**config.mk**
```make
export PLATFORM = sky130hd
export DESIGN_NAME = cfc_core
export DESIGN_NICKNAME = d
export VERILOG_FILES = /design/src/rtl/cfc_pkg.sv /design/src/rtl/cfc_core.sv
export SDC_FILE = /design/constraint.sdc
export NUM_CORES = 1
export LEC_CHECK = 0
export ABC_AREA = 1
export BUFFER_PORTS_ARGS = -buffer_cell sky130_fd_sc_hd__buf_4
export CORE_UTILIZATION = 50
export DETAILED_ROUTE_END_ITERATION = 8
export GPL_TIMING_DRIVEN = 0
export PLACE_DENSITY_LB_ADDON = 0.05
export SYNTH_ARGS = -nofsm -noshare
export SYNTH_HDL_FRONTEND = slang
export SYNTH_SLANG_ARGS = --single-unit
export TNS_END_PERCENT = 50
```
**constraint.sdc**
```tcl
create_clock -name aclk -period 8.5 [get_ports aclk]
set_input_delay 0.425 -clock aclk [delete_from_list [all_inputs] [get_ports aclk]]
set_output_delay 0.425 -clock aclk [all_outputs]
set_load 0.1 [all_outputs]
```
**src/rtl/cfc_pkg.sv**
```systemverilog
// shared types, constants and the crc-32c byte step for the frame checker
`default_nettype none

package cfc_pkg;

    localparam int HEADER_BYTES   = 12;
    localparam int TRAILER_BYTES  = 4;
    localparam int OVERHEAD_BYTES = HEADER_BYTES + TRAILER_BYTES;
    localparam int ADDR_W         = 5;

    localparam logic [31:0] CRC_POLY   = 32'h82F6_3B78;
    localparam logic [31:0] CRC_PRESET = 32'hFFFF_FFFF;

    localparam logic [2:0] REG_MAGIC   = 3'd0;
    localparam logic [2:0] REG_VERSION = 3'd1;
    localparam logic [2:0] REG_TYPE_MIN = 3'd2;
    localparam logic [2:0] REG_TYPE_MAX = 3'd3;
    localparam logic [2:0] REG_LIMIT   = 3'd4;

    localparam logic [31:0] MAL_MAGIC = 32'd1;
    localparam logic [31:0] MAL_TYPE  = 32'd2;
    localparam logic [31:0] MAL_FLAGS = 32'd3;

    typedef enum logic [2:0] {
        STATUS_OK,
        STATUS_TRUNCATED,
        STATUS_MALFORMED,
        STATUS_BAD_VERSION,
        STATUS_OVERSIZED,
        STATUS_CHECKSUM
    } cfc_status_t;

    typedef enum logic [2:0] {
        FAULT_NONE,
        FAULT_MAGIC,
        FAULT_VERSION,
        FAULT_TYPE,
        FAULT_FLAGS,
        FAULT_LENGTH
    } cfc_fault_t;

    typedef struct packed {
        logic [7:0] data_byte;
        logic       last_byte;
    } cfc_in_t;

    typedef struct packed {
        logic [2:0]  status;
        logic [31:0] detail;
        logic [7:0]  frame_type;
        logic [31:0] body_length;
        logic [32:0] consumed;
    } cfc_out_t;

    typedef struct packed {
        logic [31:0] magic_word;
        logic [7:0]  expected_version;
        logic [7:0]  type_min;
        logic [7:0]  type_max;
        logic [31:0] payload_limit;
    } cfc_cfg_t;

    function automatic logic [31:0] crc32c_byte(input logic [31:0] crc_in,
                                                input logic [7:0] data);
        logic [31:0] c;
        c = crc_in ^ {24'd0, data};
        for (int k = 0; k < 8; k++) begin
            c = (c >> 1) ^ (CRC_POLY & {32{c[0]}});
        end
        return c;
    endfunction

endpackage

`default_nettype wire

```
**src/rtl/cfc_core.sv**
```systemverilog
// per-byte frame state, header checks, crc update and result decision
`default_nettype none

module cfc_core (
    input  wire logic               aclk,
    input  wire logic               aresetn,
    input  wire logic               step,
    input  wire cfc_pkg::cfc_in_t   item,
    input  wire cfc_pkg::cfc_cfg_t  cfg,
    output logic                    res_valid,
    output cfc_pkg::cfc_out_t       result
);

    logic [32:0]         byte_count_reg, byte_count_next;
    logic [31:0]         crc_reg, crc_next;
    logic [63:0]         header_reg, header_next;
    logic [31:0]         length_reg, length_next;
    logic [32:0]         end_reg, end_next;
    logic [31:0]         trailer_reg, trailer_next;
    cfc_pkg::cfc_fault_t pending_reg, pending_next;
    logic                decided_reg, decided_next;

    logic [32:0] idx, cnt, off;
    logic [7:0]  b;
    logic        in_header, in_crc, in_trailer, hdr_last;
    logic [7:0]  hdr_type;
    logic [31:0] crc_actual;
    cfc_pkg::cfc_fault_t fault;

    assign idx        = byte_count_reg;
    assign cnt        = idx + 33'd1;
    assign b          = item.data_byte;
    assign in_header  = idx < 33'(cfc_pkg::HEADER_BYTES);
    assign hdr_last   = idx == 33'(cfc_pkg::HEADER_BYTES - 1);
    assign in_crc     = in_header || (idx < end_reg);
    assign off        = idx - end_reg;
    assign in_trailer = !in_crc && (off[32:2] == 31'd0);
    assign hdr_type   = header_reg[47:40];
    assign crc_actual = crc_reg ^ cfc_pkg::CRC_PRESET;

    // header and length capture
    always_comb begin
        header_next = header_reg;
        length_next = length_reg;
        if (idx < 33'(cfc_pkg::HEADER_BYTES - 4)) begin
            header_next[{idx[2:0], 3'b000} +: 8] = b;
        end else if (in_header) begin
            length_next[{idx[1:0], 3'b000} +: 8] = b;
        end
    end

    always_comb begin
        trailer_next = trailer_reg;
        if (in_trailer) begin
            trailer_next[{off[1:0], 3'b000} +: 8] = b;
        end
    end

    assign crc_next = in_crc ? cfc_pkg::crc32c_byte(crc_reg, b) : crc_reg;
    assign end_next = hdr_last ? 33'(length_next) + 33'(cfc_pkg::HEADER_BYTES) : end_reg;

    // first failing header check wins
    always_comb begin
        if (header_next[31:0] != cfg.magic_word) begin
            fault = cfc_pkg::FAULT_MAGIC;
        end else if (header_next[39:32] != cfg.expected_version) begin
            fault = cfc_pkg::FAULT_VERSION;
        end else if ((header_next[47:40] < cfg.type_min) ||
                     (header_next[47:40] > cfg.type_max)) begin
            fault = cfc_pkg::FAULT_TYPE;
        end else if (header_next[63:48] != 16'd0) begin
            fault = cfc_pkg::FAULT_FLAGS;
        end else if (length_next > cfg.payload_limit) begin
            fault = cfc_pkg::FAULT_LENGTH;
        end else begin
            fault = cfc_pkg::FAULT_NONE;
        end
    end

    assign pending_next = hdr_last ? fault : pending_reg;

    always_comb begin
        res_valid = 1'b0;
        result    = '0;
        if (!decided_reg) begin
            if ((cnt == 33'(cfc_pkg::OVERHEAD_BYTES)) &&
                (pending_reg != cfc_pkg::FAULT_NONE)) begin
                res_valid = 1'b1;
                case (pending_reg)
                    cfc_pkg::FAULT_MAGIC: begin
                        result.status = cfc_pkg::STATUS_MALFORMED;
                        result.detail = cfc_pkg::MAL_MAGIC;
                    end
                    cfc_pkg::FAULT_VERSION: begin
                        result.status = cfc_pkg::STATUS_BAD_VERSION;
                        result.detail = {24'd0, header_reg[39:32]};
                    end
                    cfc_pkg::FAULT_TYPE: begin
                        result.status = cfc_pkg::STATUS_MALFORMED;
                        result.detail = cfc_pkg::MAL_TYPE;
                    end
                    cfc_pkg::FAULT_FLAGS: begin
                        result.status = cfc_pkg::STATUS_MALFORMED;
                        result.detail = cfc_pkg::MAL_FLAGS;
                    end
                    default: begin
                        result.status = cfc_pkg::STATUS_OVERSIZED;
                        result.detail = length_reg;
                    end
                endcase
            end else if ((pending_reg == cfc_pkg::FAULT_NONE) && in_trailer &&
                         (off[1:0] == 2'd3)) begin
                res_valid = 1'b1;
                if (crc_actual != trailer_next) begin
                    result.status = cfc_pkg::STATUS_CHECKSUM;
                    result.detail = crc_actual ^ trailer_next;
                end else begin
                    result.status      = cfc_pkg::STATUS_OK;
                    result.frame_type  = hdr_type;
                    result.body_length = length_reg;
                    result.consumed    = 33'(length_reg) +
                                         33'(cfc_pkg::OVERHEAD_BYTES);
                end
            end else if (item.last_byte) begin
                res_valid     = 1'b1;
                result.status = cfc_pkg::STATUS_TRUNCATED;
                result.detail = cnt[32] ? 32'hFFFF_FFFF : cnt[31:0];
            end
        end
    end

    assign byte_count_next = cnt;
    assign decided_next    = res_valid;

    always_ff @(posedge aclk) begin
        if (!aresetn || (step && item.last_byte)) begin
            byte_count_reg <= 33'd0;
            crc_reg        <= cfc_pkg::CRC_PRESET;
            header_reg     <= 64'd0;
            length_reg     <= 32'd0;
            end_reg        <= 33'd0;
            trailer_reg    <= 32'd0;
            pending_reg    <= cfc_pkg::FAULT_NONE;
            decided_reg    <= 1'b0;
        end else if (step && !decided_reg) begin
            byte_count_reg <= byte_count_next;
            crc_reg        <= crc_next;
            header_reg     <= header_next;
            length_reg     <= length_next;
            end_reg        <= end_next;
            trailer_reg    <= trailer_next;
            pending_reg    <= pending_next;
            decided_reg    <= decided_next;
        end
    end

endmodule

`default_nettype wire

```
==> metrics.cfg <==
[power]
total_power_w = 0.004215
irDropWorstVdd_mv = 0.2942
power_density_nw_per_um2 = 173.6
leakage_nw = 12.63

[cells_and_area]
drive_gt1_frac = 0.1114
antenna_cells = 0
largest_register_ffs = 64
nets = 3934
utilization = 0.5892
fin_area_um2 = 24280
syn_to_final_growth_pct = 15.02

[floorplanning]
ioPinCount = 209
die-width_um = 207.5
die_area_um2 = 43040
die_height_um = 207.5
initial_utilization = 0.5123
core_um2 = 41200
rows = 74

[hold_path]
min_path_type = in2reg

[sta]
grt_setup_unrepaired = no
setup_viol = 0
period_needed_ps = 6595
maxSlewViolCount = 0
hold_slack_ps = 95.92
finalHoldViolCount = 0
max_freq_ghz = 0.1516
worstMarginPinSlew_ps = 1396
slew_headroom = 0.05925
finalCritPeriodShare = 0.7758
setup_tns_ps = 0
skew_ps = 35.45

[yosys]
synthArstFlopShare = 0
dominantRegCellSynth = dfxtp_1
netlist-cell-type-count = 60
synth_edf_count = 0
ys_warn_count = 0
syn_area_um2 = 21110
synth-seq-area-share = 0.2182
synth_top_cell_by_area = dfxtp_1
synthTopCellsByArea = dfxtp_1 22%, nand2_1 13%, inv_1 11%, o21ai_0 6.7%, a21oi_1 6.4%
yosysMostFrequentCell = nand2_1
synth_top_area_frac = 0.2182
synth_cells = 3504
synthTopCellsByCount = 743 x nand2_1, 638 x inv_1, 291 x nor2_1
synth_area_per_cell_um2 = 6.024
synth_seq_cells = 230
synth.net_count = 3699

[clocking]
post-cts-setup-buffer-count = 0
cts.path.max_buffers = 3
cts_tree = done
root_buffer = clkbuf_16
cts-hold-fix-buffers = 0
clock-sinks = 230
clkLatencyLatePin_ps = 610
path_clk_slew_ps = 70
htree_levels = 1
cts_resized = 0
cts_buffers = 28

[global_routing]
grt_max_degree = 16
antenna_found_initial = 2
grt_pass1_vias = 22710
grt_usage = 0.3940
grt_first_pass_wirelength_mm = 131.8
grt_overflow_total = 0

[placed_design]
hpwl_mm = 70.70
port_buffers = 205
gp_congestion = 1.038
post_dp_cell_area_um2 = 23320

[drt]
via_count = 24950
drt-initial-drc-count = 3203
viasPerCell = 5.814
finalWirelength_mm = 87.95
ant_nets = 0
route.detailed.drc = 0
wl_per_cell_um = 20.49
dr.pass1.iters = 7

[run_status]
outcome = finished, final reports clean

[flow_run]
maxCapViolCount = 0

[critical_path]
arrival_ps = 6170
critPathCaptureType = primary output
cp-start-kind = flop
crit_type = reg2out
cp.required_ps = 8080
regToRegSetupSlack_ps = 2470
critPathMaxFanout = 13

## power by group
group	switching [W]	internal (W)	leakage [nW]	total (W)
clock	0.000529	0.000742	0.473	0.00127
combinational	0.00116	0.000558	10.3	0.00172
sequential	0.0000753	0.00115	1.88	0.00123
## metal layers
layer,up-vias,wire [um],GRT usage,part of all wire
met3,310,9119,0.06778,0.10
met5,-,14,0,0.00016
met1,11550,35530,0.5168,0.40
met4,2,5095,0.1969,0.058
met2,1359,38190,0.6224,0.43
li1,11730,-,-,-
## area by class of cell
type	instances	area, um2
plain buffers	144	669.4
clock buffers	38	788.3
clock inverters	13	171.4
fillers	4108	16930
inverters	647	2429
multi-input cells	2483	13410
flip-flops and latches	230	4604
well taps	532	665.6
repair buffers	205	1539
## per-stage QoR
step | std cells | setup WS (ps)
2_1_floorplan | 3504 | 1920
3_3_place_gp | 4241 | 2757
3_5_place_dp | 4241 | 2694
4_1_cts | 4292 | 2050
5_1_grt | 4292 | 1618
6_report | 4292 | 1905
## path summary, 6_finish.rpt
path | start | end | depth (start not counted)
hold / removal | step | decided_reg$_SDFFE_PP0P_ | 3
hold reg to reg | end_reg[32]$_SDFFE_PP0P_ | end_reg[32]$_SDFFE_PP0P_ | 2
setup reg to reg | byte_count_reg[0]$_SDFFE_PP0P_ | pending_reg[2]$_SDFFE_PP0P_ | 18
setup / recovery | byte_count_reg[0]$_SDFFE_PP0P_ | result[32] | 27
## kinds of logic (layout without fill, tap and decap cells)
kind of cell | after synthesis | count (layout) | synth area share
buffers and inverters | 791 | 1047 | 0.1468
AND/OR/NAND/NOR | 1500 | 1500 | 0.3173
adder cells (fa/ha/maj) | 95 | 95 | 0.05667
AO/OA/AOI/OAI | 704 | 704 | 0.1844
XOR/XNOR | 184 | 184 | 0.07671
flip-flops | 230 | 230 | 0.2182
## worst max-delay path, stage by stage, from the launching register on
cell and delay [ps]:
dfxtp_1 470, inv_2 350, ha_1 330, inv_1 120, fa_1 430, nand3_1 140, nand3_1 130, nand2_1 110
nand2_1 80, nand2_1 110, nand2_2 90, nand3_1 100, nand2_1 60, nand2_1 80, nand3_1 130, nor2_4 420
buf_4 280, nand4_1 150, nand2_1 130, nand2_1 60, nand2_1 220, nand2_1 90, nor2_1 100, nand2_1 60
nor2_2 250, nand2_1 320, nor4_1 360, buf_4 360
## cells in the final DEF, fill, tap and decap left out, types with 16 or more instances in the layout
cell	instances
nand2_1	743
inv_1	638
nor2_1	291
o21ai_0	281
a21oi_1	269
dfxtp_1	230
buf_4	215
nand3_1	144
xor2_1	124
clkbuf_1	111
nand4_1	96
ha_1	94
nor2_2	68
xnor2_1	59
nor3_1	47
nor4_1	37
o211ai_1	36
clkbuf_16	28
o21ai_1	27
a211oi_1	21
a22oi_1	18
nand2_2	16
(Power assumes the default switching activity.)
